**src/hw/rtl/dmc_pkg.sv**
```systemverilog
`default_nettype none

package dmc_pkg;

  localparam int unsigned MaxRowsDef = 64;
  localparam int unsigned MaxColsDef = 64;
  localparam int unsigned MinDim     = 3;
  localparam int unsigned DimResetVal = 16;

  localparam logic [1:0] OpRestart = 2'd0;
  localparam logic [1:0] OpStep    = 2'd1;
  localparam logic [1:0] OpRead    = 2'd2;

  localparam logic [1:0] DirNorth = 2'd0;
  localparam logic [1:0] DirSouth = 2'd1;
  localparam logic [1:0] DirEast  = 2'd2;
  localparam logic [1:0] DirWest  = 2'd3;

  localparam logic RegRows = 1'b0;
  localparam logic RegCols = 1'b1;

  typedef struct packed {
    logic [1:0]  op;
    logic [15:0] rand_value;
    logic [5:0]  query_row;
    logic [5:0]  query_col;
  } dmc_in_t;

  typedef struct packed {
    logic       carved;
    logic [5:0] from_row;
    logic [5:0] from_col;
    logic [5:0] to_row;
    logic [5:0] to_col;
    logic [1:0] carve_dir;
    logic       done_res;
    logic [3:0] walls;
  } dmc_out_t;

  typedef struct packed {
    logic       found;
    logic [1:0] dir;
  } dmc_pick_t;

  typedef enum logic [8:0] {
    S_CLR  = 9'b000000001,
    S_IDLE = 9'b000000010,
    S_TOP  = 9'b000000100,
    S_SCAN = 9'b000001000,
    S_EVAL = 9'b000010000,
    S_PICK = 9'b000100000,
    S_PUSH = 9'b001000000,
    S_QRY  = 9'b010000000,
    S_OUT  = 9'b100000000
  } dmc_state_e;

  // base-4 digit sum, since 4 = 1 (mod 3)
  function automatic logic [1:0] mod3_16(input logic [15:0] v);
    logic [4:0] s;
    logic [2:0] t;
    logic [2:0] u;
    s = '0;
    for (int i = 0; i < 8; i++) begin
      s = s + 5'(v[2*i +: 2]);
    end
    t = 3'(s[1:0]) + 3'(s[3:2]) + 3'(s[4]);
    u = 3'(t[1:0]) + 3'(t[2]);
    if (u >= 3'd3) begin
      u = u - 3'd3;
    end
    return u[1:0];
  endfunction

endpackage

`default_nettype wire

```
**src/hw/rtl/dmc_nbr_pick.sv**
```systemverilog
`default_nettype none

module dmc_nbr_pick #(
  parameter int unsigned RowW = 6,
  parameter int unsigned ColW = 6,
  parameter int unsigned DimW = 7
) (
  input  wire logic [RowW-1:0] top_row_i,
  input  wire logic [ColW-1:0] top_col_i,
  input  wire logic [DimW-1:0] rows_i,
  input  wire logic [DimW-1:0] cols_i,
  input  wire logic [3:0]      nbr_visited_i,
  input  wire logic [1:0]      rand_lo_i,
  input  wire logic [1:0]      rand_mod3_i,
  output dmc_pkg::dmc_pick_t   pick_o
);
  import dmc_pkg::*;

  logic [DimW-1:0] rz;
  logic [DimW-1:0] cz;
  logic [3:0]      cand;
  logic [2:0]      cnt;
  logic [1:0]      sel;
  logic [1:0]      seen;

  assign rz = DimW'(top_row_i);
  assign cz = DimW'(top_col_i);

  always_comb begin
    cand[DirNorth] = (rz != '0) && ((rz - 1'b1) < rows_i) && (cz < cols_i) &&
                     !nbr_visited_i[DirNorth];
    cand[DirSouth] = ((rz + 1'b1) < rows_i) && (cz < cols_i) && !nbr_visited_i[DirSouth];
    cand[DirEast]  = ((cz + 1'b1) < cols_i) && (rz < rows_i) && !nbr_visited_i[DirEast];
    cand[DirWest]  = (cz != '0) && ((cz - 1'b1) < cols_i) && (rz < rows_i) &&
                     !nbr_visited_i[DirWest];
  end

  assign cnt = 3'(cand[0]) + 3'(cand[1]) + 3'(cand[2]) + 3'(cand[3]);

  always_comb begin
    case (cnt)
      3'd2:    sel = {1'b0, rand_lo_i[0]};
      3'd3:    sel = rand_mod3_i;
      3'd4:    sel = rand_lo_i;
      default: sel = 2'd0;
    endcase
  end

  always_comb begin
    seen        = 2'd0;
    pick_o.dir  = DirNorth;
    for (int i = 0; i < 4; i++) begin
      if (cand[i]) begin
        if (seen == sel) begin
          pick_o.dir = 2'(i);
        end
        seen = seen + 2'd1;
      end
    end
    pick_o.found = (cnt != 3'd0);
  end

endmodule

`default_nettype wire

```
**config.mk**
```make
export PLATFORM = sky130hd
export DESIGN_NAME = dmc_nbr_pick
export DESIGN_NICKNAME = d
export VERILOG_FILES = /design/src/hw/rtl/dmc_pkg.sv /design/src/hw/rtl/dmc_nbr_pick.sv
export SDC_FILE = /design/constraint.sdc
export NUM_CORES = 1
export LEC_CHECK = 0
export BUFFER_PORTS_ARGS = -buffer_cell sky130_fd_sc_hd__buf_2
export CAP_MARGIN = 20
export CORE_MARGIN = 3
export CORE_UTILIZATION = 52
export DETAILED_ROUTE_END_ITERATION = 7
export PLACE_DENSITY = 0.81
export SYNTH_ARGS = -nofsm -noshare
export SYNTH_HDL_FRONTEND = slang
export SYNTH_SLANG_ARGS = --single-unit
```
**constraint.sdc**
```tcl
create_clock -name vclk -period 5.7
set_input_delay 0.855 -clock vclk [all_inputs]
set_output_delay 0.855 -clock vclk [all_outputs]
set_load 0.02 [all_outputs]
```
Word-level counts from Yosys, hierarchy flattened
Cells that the tools add are included.
{"block": "word_totals", "ff_bits": 0, "in_bits": 34, "out_inout_bits": 3, "word_cells": 48}
{"block": "classes", "n_addsub": 9, "n_lt_le_gt_ge": 6, "n_eq_ne": 6, "mux": 10, "n_reduce_logical": 17}
{"operator": "7-bit less-than comparator", "n": 4}
{"operator": "6-bit by 1-bit adder with 7-bit output (second input constant)", "n": 2}
{"operator": "6-bit by 7-bit less-than comparator with 1-bit output", "n": 2}
{"operator": "7-bit nonzero test", "n": 2}
{"operator": "6-bit by 1-bit subtractor with 7-bit output (second input constant)", "n": 2}
{"operator": "2-bit 2-to-1 mux", "n": 6}
{"operator": "1-bit logical AND", "n": 10}
{"operator": "2-bit == test", "n": 3}
{"operator": "3-bit by 2-bit == test with 1-bit output (second input constant)", "n": 2}
{"operator": "2-bit one-hot mux with 3 select lines", "n": 1}
{"operator": "2-bit by 1-bit adder with 2-bit output (second input constant)", "n": 2}
{"operator": "1-bit zero test", "n": 4}
{"operator": "2-bit by 1-bit adder with 3-bit output", "n": 1}
{"operator": "3-bit by 1-bit adder with 3-bit output", "n": 1}
{"operator": "3-bit == test (second input constant)", "n": 1}
{"operator": "1-bit 2-to-1 mux", "n": 3}
{"operator": "3-bit nonzero test", "n": 1}
{"operator": "1-bit by 1-bit adder with 2-bit output", "n": 1}

Logic depth before layout (Yosys ltp)
{"block": "logic_depth", "depth_word": 17, "depth_mapped": 19, "mapped_depth_nobuf": 19}

Worst setup path after synthesis
No wires, ideal clock.
{"block": "synth_timing", "kind": "input -> output", "start": "in top_col_i[2]", "end": "out pick_o[0] in the netlist's numbering", "arrival_time_ns": 4.958, "required_time_ns": 4.845, "setup_slack_ns": -0.113, "cell_stages": 17, "path_buffers": 1, "cell_sequence": "clkbuf_1 > or3_1 > nor2_1 > and2_1 > ha_1 > a211o_1 > a2111o_1 > fa_1 > inv_1 > ha_1 > ha_1 > nor2_1 > a32oi_4 > xnor2_2 > nand3_1 > a2111oi_0 > a221o_1"}
{"item": "start: declaration", "line_no": "dmc_nbr_pick.sv:9", "text": "input wire logic [ColW-1:0] top_col_i,"}
{"item": "end: declaration", "line_no": "dmc_nbr_pick.sv:15", "text": "output dmc_pkg::dmc_pick_t pick_o"}

==> impl_results.md <==
- Max-Cap Viols: 0
- FMAX: about 170 MHz
- Critical Path RT: about 4900 ps
- FF+latch count: 0
- Final ANT Viol Nets: 0
- Syn Nets: 266
- Register area share after synthesis: 0
- Clock buffer cells: 0
- Fraction of layout cells with a size suffix above 1: 0.4341
- Total global-route track usage: 0.2140
- CP Capture Type: output port
- Status: complete, but fails checks
- Worst endpoint data arrival time: 4900 ps
- Die height: between 50 and 60 um
- WL per Instance: approximately 16 um
- Initial drt markers: 51
- Buffers on Ports: 37
- Max-slew headroom: 0.7551
- Post-Synthesis Cells: ~190
- Antenna fix cells: 0
- Worst slew pin tran: ~370 ps
- Die area: ~3500 sq um
- Final non-filler cell total: 288
- FF/Latch Area: 0 sq um
- Total congestion overflow: 0
- Crit path time final: 5757 ps
- Yosys warns: 0
- Yosys top cell by area: ha_1
- Clk pwr share: 0
- Post-Syn Area: ~1500 sq um
- Bufs and invs on worst path: 3
- Int Power: about 160 uW
- Hold WC Path Type: input pin to output port
- Starting density of the core: 0.5725
- Most frequent cells in the layout: ha_1 (37), buf_4 (35), buf_2 (32)
- Slowest stage delay, CP: roughly 560 ps
- CP Launch Point: top_col_i[3]
- Hold path startpoint: nbr_visited_i[3]
- Die width: about 59 um
- Share of the synthesized area in the top cell type: 0.3713
- Final nets: approximately 340
- Hold Buf Count CTS: 0
- Dpl cells: between 200 and 300
- DRC Markers: 0
- Placement Setup Slack: -180.5 ps
- Largest net degree at the start of global routing: 9
- Final clock period utilization by the worst path: 1.010
- Leak: roughly 1.2 nW
- Worst-path cell chain: buf_2 > or3_4 > nor3_2 > xor2_1 > ha_1 > nand2_1 > a211oi_2 > a2111o_1 > fa_1 > inv_2 > ha_4 > mux2_4 > a32oi_4 > xnor2_4 > nand3_2 > a2111oi_2 > a221o_1 > buf_6
- Final wirelength: between 4000 and 5000 um
- Gate power share: 1.000
- Switching component of the power: roughly 160 uW
- Row count: 18
- Final worst slack: -57.38 ps
- Maximum fanout along the worst path: 3
- Netlist cell types: 46
- I/O pins: 37
- Flop pwr share: 0
- Final Slew Violations: 0
- Vias: 1705
- CP delay by family, top: compound AO/OA/AOI/OAI gates
- Slowest-stage cell, CP: fa_1
- Setup violations, final: 1
- Pwr per Cell Area: 143.0 nW/um^2
- Final instance area: 2185 sq um
- Area delta synth->final: 47.34%
- Drt first pass iters: 4
- Initial antenna violation count: 0
- Net Sw Frac: 0.5024
- Startpoint types: input pin
- WS Path Type: input pin to output port
- Most common cell after layout, fill and taps aside: ha_1
- Core ar.: around 2600 sq um
- DP Area: approximately 1900 sq um
- Final Hold Fails: 0
- Syn_area_per_cell: between 7 and 8 sq um
- RD Place Congestion: 0.9278
- DR vias/cell: about 5.9
- Synth top area cells: ha_1 (37%), inv_1 (6.1%), xnor2_1 (5.9%)
- Overall power: approximately 310 uW
- Worst VDD drop: 0.0001874 V
- RSZ-0062 raised after global routing: true
- Global-route wire length before repair: ~6200 um
- Number of global-route vias before repair: approximately 1400
- Violated checks: setup timing
- Post-DP HPWL: about 3000 um
- Hold WS: about 2400 ps
==> per-stage QoR <==
step | setup TNS [ps] | utilization
after CTS | 0 | 0.7831
after floorplan | 0 | -
after detailed placement | -180.5 | 0.7319
after global placement | -81.21 | 0.7319
after global routing | -384.0 | 0.8435
final | -57.38 | 0.8435
==> kinds of logic after synthesis <==
logic type,after synthesis,share of synthesized area
AND/OR/NAND/NOR,52,0.1899
multiplexers,1,0.01012
XOR/XNOR,20,0.1283
buffers and inverters,27,0.07004
adder cells (fa/ha/maj),45,0.3848
AO/OA/AOI/OAI,42,0.2169
==> Yosys cell counts, drive strengths merged, types with 3 or more instances <==
| master | number |
|---|---|
| inv | 24 |
| a211oi | 4 |
| o21ai | 6 |
| nor2 | 8 |
| ha | 44 |
| a31oi | 3 |
| and2 | 4 |
| nor3 | 4 |
| a21o | 6 |
| a21oi | 9 |
| xor2 | 8 |
| nand2 | 10 |
| xnor2 | 12 |
| nand3 | 10 |
| and3 | 5 |
==> worst paths after layout <==
kind	to	cells after the start	slack (ps)
worst min-delay path	pick_o[1]	6	2400
worst max-delay path	pick_o[0]	18	-60
==> final cells by class <==
| cell class | count | area, sq um |
|---|---|---|
| timing repair buffer | 74 | 498.0 |
| tap | 30 | 37.54 |
| inverter | 24 | 90.09 |
| multi-input combinational | 160 | 1559 |
| fill | 150 | 405.4 |
==> layer usage <==
layer | global-route usage | vias up | part of all wire
li1 | - | 821 | -
met1 | 0.3107 | 804 | 0.42
met2 | 0.3760 | 63 | 0.50
met3 | 0 | 17 | 0.050
met4 | 0 | 0 | 0.029
met5 | 0 | - | 0
==> timing repair <==
item                                    in CTS  in global routing
resized for setup                           18                 26
endpoints found under the setup margin       2                  2
buffers inserted                             5                  7
pin swaps                                   12                 22
==> power by group through the flow <==
stage	logic, mW	registers [mW]	clock network (mW)
final	0.312	0	0
after global routing	0.338	0	0
after CTS	0.283	0	0
after detailed placement	0.245	0	0
after global placement	0.237	0	0
after floorplan	0.163	0	0
(Power assumes the default switching activity.)
