--- config.mk ---
export PLATFORM = sky130hd
export DESIGN_NAME = dmc_cfg_regs
export DESIGN_NICKNAME = d
export VERILOG_FILES = /design/src/hw/rtl/dmc_pkg.sv /design/src/hw/rtl/dmc_cfg_regs.sv
export SDC_FILE = /design/constraint.sdc
export NUM_CORES = 1
export LEC_CHECK = 0
export BUFFER_PORTS_ARGS = -buffer_cell sky130_fd_sc_hd__buf_4
export CORE_UTILIZATION = 34
export CTS_BUF_LIST = sky130_fd_sc_hd__clkbuf_4 sky130_fd_sc_hd__clkbuf_8
export DETAILED_ROUTE_END_ITERATION = 8
export GPL_ROUTABILITY_DRIVEN = 0
export PLACE_DENSITY = 0.76
export SETUP_SLACK_MARGIN = 0.02
export SYNTH_ARGS = -nofsm -noshare
export SYNTH_HDL_FRONTEND = slang
export SYNTH_SLANG_ARGS = --single-unit
--- constraint.sdc ---
create_clock -name clk_i -period 1.29 [get_ports clk_i]
set_input_delay 0.258 -clock clk_i [delete_from_list [all_inputs] [get_ports clk_i]]
set_output_delay 0.258 -clock clk_i [all_outputs]
set_load 0.02 [all_outputs]
--- src/hw/rtl/dmc_pkg.sv ---
`default_nettype none

package dmc_pkg;

  localparam int unsigned MaxRowsDef = 64;
  localparam int unsigned MaxColsDef = 64;
  localparam int unsigned MinDim     = 3;
  localparam int unsigned DimResetVal = 16;

  localparam logic [1:0] OpRestart = 2'd0;
  localparam logic [1:0] OpStep    = 2'd1;
  localparam logic [1:0] OpRead    = 2'd2;

  localparam logic [1:0] DirNorth = 2'd0;
  localparam logic [1:0] DirSouth = 2'd1;
  localparam logic [1:0] DirEast  = 2'd2;
  localparam logic [1:0] DirWest  = 2'd3;

  localparam logic RegRows = 1'b0;
  localparam logic RegCols = 1'b1;

  typedef struct packed {
    logic [1:0]  op;
    logic [15:0] rand_value;
    logic [5:0]  query_row;
    logic [5:0]  query_col;
  } dmc_in_t;

  typedef struct packed {
    logic       carved;
    logic [5:0] from_row;
    logic [5:0] from_col;
    logic [5:0] to_row;
    logic [5:0] to_col;
    logic [1:0] carve_dir;
    logic       done_res;
    logic [3:0] walls;
  } dmc_out_t;

  typedef struct packed {
    logic       found;
    logic [1:0] dir;
  } dmc_pick_t;

  typedef enum logic [8:0] {
    S_CLR  = 9'b000000001,
    S_IDLE = 9'b000000010,
    S_TOP  = 9'b000000100,
    S_SCAN = 9'b000001000,
    S_EVAL = 9'b000010000,
    S_PICK = 9'b000100000,
    S_PUSH = 9'b001000000,
    S_QRY  = 9'b010000000,
    S_OUT  = 9'b100000000
  } dmc_state_e;

  // base-4 digit sum, since 4 = 1 (mod 3)
  function automatic logic [1:0] mod3_16(input logic [15:0] v);
    logic [4:0] s;
    logic [2:0] t;
    logic [2:0] u;
    s = '0;
    for (int i = 0; i < 8; i++) begin
      s = s + 5'(v[2*i +: 2]);
    end
    t = 3'(s[1:0]) + 3'(s[3:2]) + 3'(s[4]);
    u = 3'(t[1:0]) + 3'(t[2]);
    if (u >= 3'd3) begin
      u = u - 3'd3;
    end
    return u[1:0];
  endfunction

endpackage

`default_nettype wire

--- src/hw/rtl/dmc_cfg_regs.sv ---
`default_nettype none

module dmc_cfg_regs #(
  parameter int unsigned MaxRows = dmc_pkg::MaxRowsDef,
  parameter int unsigned MaxCols = dmc_pkg::MaxColsDef,
  parameter int unsigned DimW    = 7
) (
  input  wire logic            clk_i,
  input  wire logic            rst_ni,
  input  wire logic            psel,
  input  wire logic            penable,
  input  wire logic            pwrite,
  input  wire logic [2:0]      paddr,
  input  wire logic [31:0]     pwdata,
  output logic      [31:0]     prdata,
  output logic      [DimW-1:0] rows_o,
  output logic      [DimW-1:0] cols_o
);
  import dmc_pkg::*;

  logic [6:0] rows_q;
  logic [6:0] cols_q;
  logic       wr_en;

  assign wr_en = psel && penable && pwrite;

  always_ff @(posedge clk_i or negedge rst_ni) begin
    if (!rst_ni) begin
      rows_q <= 7'(DimResetVal);
      cols_q <= 7'(DimResetVal);
    end else if (wr_en) begin
      if (paddr[2] == RegRows) begin
        rows_q <= pwdata[6:0];
      end else begin
        cols_q <= pwdata[6:0];
      end
    end
  end

  assign prdata = (paddr[2] == RegRows) ? {25'd0, rows_q} : {25'd0, cols_q};

  function automatic logic [DimW-1:0] clamp(input logic [6:0] v, input logic [DimW-1:0] hi);
    logic [DimW-1:0] w;
    w = DimW'(v);
    if (w < DimW'(MinDim)) begin
      return DimW'(MinDim);
    end else if (w > hi) begin
      return hi;
    end
    return w;
  endfunction

  assign rows_o = clamp(rows_q, DimW'(MaxRows));
  assign cols_o = clamp(cols_q, DimW'(MaxCols));

endmodule

`default_nettype wire

After elaboration in Yosys (flattened, before gate mapping)
Index checks and enable logic that the tools add are counted.
Storage, ports and cells
  word-level logic and storage cells: 22
  flip-flop bits (word level): 14
  input bits: 40
Operators by class
  bitwise operators: 1
  order comparisons: 4
  multiplexer cells: 11
  reductions and logical operators: 4
Operators by type and width (number)
  $mux 7: 7
  $gt 7x7->1 const B: 2
  $lt 7x2->1 const B: 2
  $mux 1: 4
  $reduce_and 2->1: 2
  $logic_and 1x1->1: 2
  $not 1->1: 1

Longest topological paths before layout
Gate-level depths: netlist (run 1).
  depth after elaboration: 4
  mapped depth: 3
  gate-level depth less buffers: 2

Least setup slack after synthesis (run 1)
Ideal clock, no wire load.
  path kind: reg-to-output
  start point: register cols_q[5]
  end point: output port cols_o[0]
  stages on the path, launching flop included: 3
  data arrival time: 1283 ps
  required time: 1032 ps
  slack: -251 ps
  path buffers: 0
  path through: dfrtp_1 or4_4 a21oi_1
On the way
  word-level cells in the longest chain between the ends: 4
  elaborated cells on any way between the ends: 6
RTL lines
  start, declared: line dmc_cfg_regs.sv:22  | logic [6:0] cols_q;
  start signal, assigned: line dmc_cfg_regs.sv:30  | cols_q <= 7'(DimResetVal);
  start signal, assigned: line dmc_cfg_regs.sv:35  | cols_q <= pwdata[6:0];
  $gt 7x7->1: line dmc_cfg_regs.sv:47  | end else if (w > hi) begin
  $mux 1: line dmc_cfg_regs.sv:47
  $mux 1: line dmc_cfg_regs.sv:45  | if (w < DimW'(MinDim)) begin
  $mux 7 (*): line dmc_cfg_regs.sv:50  | return w;
  end, declared: line dmc_cfg_regs.sv:17  | output logic [DimW-1:0] cols_o
Every way passes the cells marked *; elsewhere a longest branch is shown, timed or not.

Final worst setup path (run 1)
  start point: register rows_q[3]
  end point: output port rows_o[1]
On the way
  word-level cells in the longest chain between the ends: 4
  elaborated cells on any way between the ends: 6
RTL lines
  start, declared: line dmc_cfg_regs.sv:21  | logic [6:0] rows_q;
  start signal, assigned: line dmc_cfg_regs.sv:29  | rows_q <= 7'(DimResetVal);
  start signal, assigned: line dmc_cfg_regs.sv:33  | rows_q <= pwdata[6:0];
  $gt 7x7->1: line dmc_cfg_regs.sv:47
  $mux 1: line dmc_cfg_regs.sv:47
  $mux 1: line dmc_cfg_regs.sv:45
  $mux 7 (*): line dmc_cfg_regs.sv:50
  end, declared: line dmc_cfg_regs.sv:16  | output logic [DimW-1:0] rows_o,
Marked as above.

==> metrics.log, run 1 <==
INFO  metric num_antenna_cells = 0
INFO  metric postRouteAntennaNets = 0
INFO  metric yosysTopAreaCellShare = 32.4%
INFO  metric postSynth.asyncResetShare = 100%
INFO  metric final.min_clock_period = 1.79 ns
INFO  metric worstHoldPathType = in -> reg
INFO  metric cp-start-kind = register
INFO  metric grt_start_max_net_pins = 15
INFO  metric area_growth_from_synthesis_to_layout = 58.0%
INFO  metric antenna_found_initial = 0
INFO  metric first_pass_grt_wire_length = 3260 um
INFO  metric die_span_y = 54.2 um
INFO  metric ios = 86
INFO  metric synth.cells.most_frequent = buf_4 (26), mux2_2 (19), dfrtp_1 (12)
INFO  metric setup_viol = 17
INFO  metric route.final.wire_length = 2260 um
INFO  metric global_route.overflow_total = 0
INFO  metric synth.avg_cell_area = 10.8 um2
INFO  metric yosys_register_bits = 14
INFO  metric post_synth_top_area_cell = dfrtp_1
INFO  metric report.final.slew_viol_count = 0
INFO  metric worstPathRequired = 1.03 ns
INFO  metric total_power_per_unit_cell_area = 1530 nW/um2
INFO  metric synth_area_leaders = dfrtp_1 (32%), mux2_2 (23%), buf_4 (21%)
INFO  metric nets = 175
INFO  metric track_usage = 16.3%
INFO  metric starting_utilization_of_the_core_area = 36.7%
INFO  metric post-layout-total-power = 2.24 mW
INFO  metric detail_route.wl_per_cell = 13.8 um
INFO  metric die_w = 54.2 um
INFO  metric skew = 0 ns
INFO  metric design.die.area = 2940 um2
INFO  metric port_buffers = 33
INFO  metric fp-row-count = 18
INFO  metric drt_first_iter_violations = 4
INFO  metric clock-root-buffer = clkbuf_4
INFO  metric dr_total_vias = 729
INFO  metric insertion_delay = 0.28 ns
INFO  metric critPathCaptureType = output pin
INFO  metric final_layout_size_suffix_gt1_share = 67.2%
INFO  metric h-tree-depth = 1
INFO  metric path_class = reg -> out
INFO  metric cts.path.max_buffers = 2
INFO  metric cts_inserted_buffers = 3
INFO  metric cts.sinks = 14
INFO  metric hold_violations = 0
INFO  metric synth_sequential_area_ratio = 38.1%
INFO  metric yosysMostFrequentCell = buf_4
INFO  metric vdd.ir_drop.worst = 1050 uV
INFO  metric ys_types = 14
INFO  metric arrival_time_of_the_worst_setup_path = 1.53 ns
INFO  metric final_cycle_utilization_of_the_critical_path = 139%
INFO  metric failed_checks = negative setup slack
INFO  metric outcome = finished with violations
INFO  metric setup_slack = -0.503 ns
INFO  metric layout.core_utilization = 58.0%
INFO  metric fp.coreArea = 2520 um2
INFO  metric unrepaired_setup_endpoints_after_global_routing = true
INFO  metric crit_fanout = 2
INFO  metric cellLeakagePower = 0.734 nW
INFO  metric clkSlewWorstSetupHoldPaths = 0.08 ns
INFO  metric synth-main-ff-cell = dfrtp_1
INFO  metric first_global_vias = 703
INFO  metric synth_edf_count = 0
INFO  metric num-fill-cells = 212
INFO  metric first_pass_iters = 3
INFO  metric maxCapViolations = 0
INFO  metric cts_tree = yes
INFO  metric maxClockFrequency = 558 MHz
INFO  metric dp_hpwl = 1500 um
INFO  metric routed_via_density = 4.45
INFO  metric post_synthesis_cell_area = 926 um2
INFO  metric postSynthCellCount = 86
INFO  metric yosys_warnings = 0
INFO  metric detail_route.drc_violations = 0
## power by group
part | switching (mW) | internal (mW) | leakage, nW | total (mW)
Sequential | 0.0817 | 0.547 | 0.164 | 0.629
Clock | 0.144 | 0.141 | 0.0184 | 0.286
Combinational | 0.621 | 0.708 | 0.552 | 1.33
Total | 0.847 | 1.40 | 0.734 | 2.24
## worst paths after layout
kind	from	to	slack [ns]	depth (start not counted)
setup / recovery	rows_q[3]$_DFFE_PN0P_	rows_o[1]	-0.50	3
max in group asynchronous	rst_ni	rows_q[4]$_DFFE_PN1P_	0.68	2
setup reg to reg	cols_q[6]$_DFFE_PN0P_	cols_q[6]$_DFFE_PN0P_	0.35	2
hold reg to reg	rows_q[1]$_DFFE_PN0P_	rows_q[1]$_DFFE_PN0P_	0.54	1
min in group asynchronous	rst_ni	rows_q[6]$_DFFE_PN0P_	0.36	2
hold / removal	pwdata[3]	rows_q[3]$_DFFE_PN0P_	0.20	2
## repair_timing
action / CTS / global route
hold endpoints to repair: 12 / 0
hold buffers: 1 / 0
setup buffers: 2 / 5
endpoints found under the setup margin: 20 / 20
gates resized for setup: 32 / 20
pin swaps: 2 / 0
## logic make-up after synthesis
kind of cell	after synthesis	share of synthesized area [%]
and+or+nand+nor	14	11.6
buffers and inverters	32	23.5
AOI/OAI and AO/OA	6	3.24
muxes	19	23.1
DFF	14	38.1
other	1	0.405
## critical path, stage by stage (launching register included)
cell	delay, ns
dfrtp_1	0.41
or4_4	0.57
a21oi_4	0.14
buf_6	0.13
## metrics by stage
| stage | hold slack, ns | cells | TNS (ns) | setup slack, ns | cell area [um2] |
|---|---|---|---|---|---|
| final | 0.205 | 164 | -3.57 | -0.503 | 1460 |
| after global routing | 0.203 | 164 | -4.12 | -0.523 | 1460 |
| after CTS | 0.205 | 164 | -3.53 | -0.498 | 1400 |
| after detailed placement | 0.118 | 157 | -0.748 | -0.194 | 1230 |
| after global placement | 0.113 | 157 | -0.710 | -0.188 | 1230 |
| after floorplan | -0.0376 | 110 | -0.370 | -0.0931 | 1060 |
## cells in the final DEF (no fill, tap or decap)
cell type       n
a21oi_4         4
buf_4          20
buf_6          27
clkbuf_4        4
conb_1         25
dfrtp_1        11
dfrtp_2         1
dfstp_2         2
dlygate4sd3_1   1
inv_1           3
inv_2           1
mux2_2         15
mux2_4          4
nand2_1         2
nand4_2         1
nand4b_2        1
nor2b_1         1
nor2b_4         7
o21ai_1         1
o21ai_2         1
or4_4           2
## routing by layer
layer / track usage, % / wire length [um] / share of wire [%] / vias up
met5: 0 / 0 / 0 / -
met4: 7.69 / 42 / 1.9 / 0
met3: 2.26 / 162 / 7.2 / 5
met2: 29.7 / 1250 / 55 / 45
met1: 18.3 / 812 / 36 / 347
li1: - / - / - / 332
## registers in the layout, summed over array words and instances (netlist names)
name    flops
cols_q      7
rows_q      7
## cell type report
class / instances / area (um2) / area share (%)
flip-flops and latches: 14 / 354 / 24.2
clock buffers: 4 / 30.0 / 2.05
multi-input cells: 64 / 562 / 38.4
inverters: 4 / 15.0 / 1.03
well taps: 30 / 37.5 / 2.57
repair buffers: 48 / 464 / 31.7
Power figures use the tool's default switching activity.
==> run 2: changes to the inputs <==
GPL_ROUTABILITY_DRIVEN = not set   (was 0)
GPL_TIMING_DRIVEN = 0   (was not set)
clock period = 1.5 ns   (was 1.29 ns; I/O delays follow)
==> metrics.log, run 2 (synthesis gave the netlist of run 1 again) <==
INFO  metric worst_path_max_delay_cell = or4_4
INFO  metric unrepaired_setup_endpoints_after_global_routing = true
INFO  metric ios = 86 (unchanged)
INFO  metric path_class = reg -> out
INFO  metric maxCapViolations = 0 (unchanged)
INFO  metric cp-start-kind = register
INFO  metric skew = 0 ns (unchanged)
INFO  metric postRouteAntennaNets = 0 (unchanged)
INFO  metric first_pass_iters = 3 (unchanged)
INFO  metric maxClockFrequency = 545 MHz
INFO  metric report.final.slew_viol_count = 0 (unchanged)
INFO  metric crit_family = simple AND/OR/NAND/NOR gates
INFO  metric ff2ff_path_depth = 2 (unchanged)
INFO  metric detail_route.drc_violations = 0 (unchanged)
INFO  metric cell_internal_pwr = 1.15 mW (-18%)
INFO  metric die_w = 54.2 um (unchanged)
INFO  metric num_antenna_cells = 0 (unchanged)
INFO  metric outcome = finished with violations
INFO  metric net-switching-power = 665 uW (-21%)
INFO  metric final_common_cell = buf_4
INFO  metric vdd.ir_drop.worst = 761 uV (-27%)
INFO  metric cts.path.max_buffers = 2 (unchanged)
INFO  metric fp.coreArea = 2520 um2 (unchanged)
INFO  metric insertion_delay = 0.29 ns (about the same)
INFO  metric num-fill-cells = 217 (+2.4%)
INFO  metric worstHoldPathType = in -> reg
INFO  metric first_pass_grt_wire_length = 3190 um (-2.3%)
INFO  metric drt_first_iter_violations = 4 (unchanged)
INFO  metric port_buffers = 33 (unchanged)
INFO  metric fp-row-count = 18 (unchanged)
INFO  metric starting_utilization_of_the_core_area = 36.7% (unchanged)
INFO  metric final.min_clock_period = 1.84 ns
INFO  metric setup_tns = -1.35 ns (+2.22 ns)
INFO  metric final_cycle_utilization_of_the_critical_path = 122%
INFO  metric setup_viol = 7 (-10)
INFO  metric dr_total_vias = 764 (+4.8%)
INFO  metric hold_violations = 0 (unchanged)
INFO  metric first_global_vias = 685 (-2.6%)
INFO  metric fin_hold_ws = 0.245 ns (+0.0399 ns)
INFO  metric h-tree-depth = 1 (unchanged)
INFO  metric cts_inserted_buffers = 3 (unchanged)
INFO  metric share_comb_of_total_power = 54.3% (-4.9 points)
INFO  metric layout_common_cells = buf_4 (54), conb_1 (25), mux2_2 (17)
INFO  metric worstPathRequired = 1.20 ns (+0.17 ns)
INFO  metric clockPowerShare = 15.5% (+2.8 points)
INFO  metric design.die.area = 2940 um2 (unchanged)
INFO  metric largest_registers = cols_q: 7 flops, rows_q: 7 flops
INFO  metric setup_slack = -0.335 ns (+0.168 ns)
INFO  metric clock-root-buffer = clkbuf_4
INFO  metric routed_via_density = 4.13 (-7.1%)
INFO  metric sequence_of_cells_on_the_critical_path = or4_4, a21oi_4, buf_6
INFO  metric clkSlewWorstSetupHoldPaths = 0.09 ns (about the same)
INFO  metric dp_hpwl = 1540 um (+2.5%)
INFO  metric area_growth_from_synthesis_to_layout = 63.4%
INFO  metric worstPathBufferInverterCount = 1 (unchanged)
INFO  metric power.sequential.fraction = 30.2% (+2.2 points)
INFO  metric layout.core_utilization = 60.0% (+2.0 points)
INFO  metric place.gp.congestion = 0.765
INFO  metric final_layout_size_suffix_gt1_share = 67.1% (-0.067 points)
INFO  metric total_power_per_unit_cell_area = 1200 nW/um2 (-22%)
INFO  metric detail_route.wl_per_cell = 11.2 um (-19%)
INFO  metric critical_path.max_stage_delay = 0.57 ns (about the same)
INFO  metric crit_fanout = 4 (+2)
INFO  metric route.final.wire_length = 2070 um (-8.6%)
INFO  metric cellLeakagePower = 0.802 nW (+9.2%)
INFO  metric arrival_time_of_the_worst_setup_path = 1.54 ns (about the same)
INFO  metric failed_checks = negative setup slack
INFO  metric cts_tree = yes
INFO  metric nets = 196 (+12%)
INFO  metric critPathCaptureType = output pin
INFO  metric switching_share = 36.7% (-1.0 points)
INFO  metric post-layout-total-power = 1.81 mW (-19%)
INFO  metric cp_num_cells = 3 (unchanged)
INFO  metric die_span_y = 54.2 um (unchanged)
INFO  metric global_route.overflow_total = 0 (unchanged)
INFO  metric antenna_found_initial = 0 (unchanged)
INFO  metric cts.sinks = 14 (unchanged)
INFO  metric grt_start_max_net_pins = 15 (unchanged)
INFO  metric track_usage = 16.3% (about the same)
INFO  metric min_delay_path_depth = 2 (unchanged)
[run 2: final timing paths]
path                                            start               endpoint  slack [ns]
worst max-delay path            rows_q[4]$_DFFE_PN1P_              rows_o[0]       -0.34
worst min-delay path                        pwdata[3]  cols_q[3]$_DFFE_PN0P_        0.24
worst max register to register  cols_q[6]$_DFFE_PN0P_  cols_q[6]$_DFFE_PN0P_        0.52
worst min register to register  rows_q[0]$_DFFE_PN0P_  rows_q[0]$_DFFE_PN0P_        0.52
max in group asynchronous                      rst_ni  rows_q[4]$_DFFE_PN1P_        0.87
min in group asynchronous                      rst_ni  cols_q[0]$_DFFE_PN0P_        0.39
[run 2: metal layers]
metal  wire [um]  up-vias  GRT usage, %
met4          44        0          8.97
met2        1000       42          26.4
met5           0        -             0
li1            -      373             -
met1         854      344          19.6
met3         167        5          3.67
[run 2: timing repair]
action	CTS	global route
setup buffers	7	0
pin swaps	5	0
setup endpoints to repair	5	13
hold buffers	1	0
endpoints found under the hold margin	12	0
gates resized for setup	13	7
[run 2: power groups by stage]
stage | sequential, mW | clock [mW] | combinational [mW]
2_1_floorplan | 0.537 | 0 | 0.499
3_3_place_gp | 0.566 | 0 | 0.751
3_5_place_dp | 0.573 | 0 | 0.759
4_1_cts | 0.545 | 0.280 | 0.949
5_1_grt | 0.563 | 0.299 | 1.05
6_report | 0.547 | 0.281 | 0.984
[run 2: per-stage QoR]
stage / setup WS [ns] / cell area [um2] / std cells
2_1_floorplan: -0.0833 / 1020 / 110
3_3_place_gp: -0.0672 / 1310 / 173
3_5_place_dp: -0.0723 / 1310 / 173
5_1_grt: -0.379 / 1510 / 185
6_report: -0.335 / 1510 / 185
4_1_cts: -0.358 / 1480 / 185
[run 2: cell type report]
cell class,count,area [um2],area share (%)
plain buffers,28,203,13.4
clock buffers,4,36.3,2.40
inverters,4,15.0,0.993
multi-input cells,64,493,32.6
flip-flops and latches,14,355,23.5
well taps,30,37.5,2.48
repair buffers,41,373,24.6
[run 2: worst register-to-register path: stages, from the launching register on]
cell and delay (ns):
dfrtp_2 0.46, buf_12 0.15, mux2_2 0.25
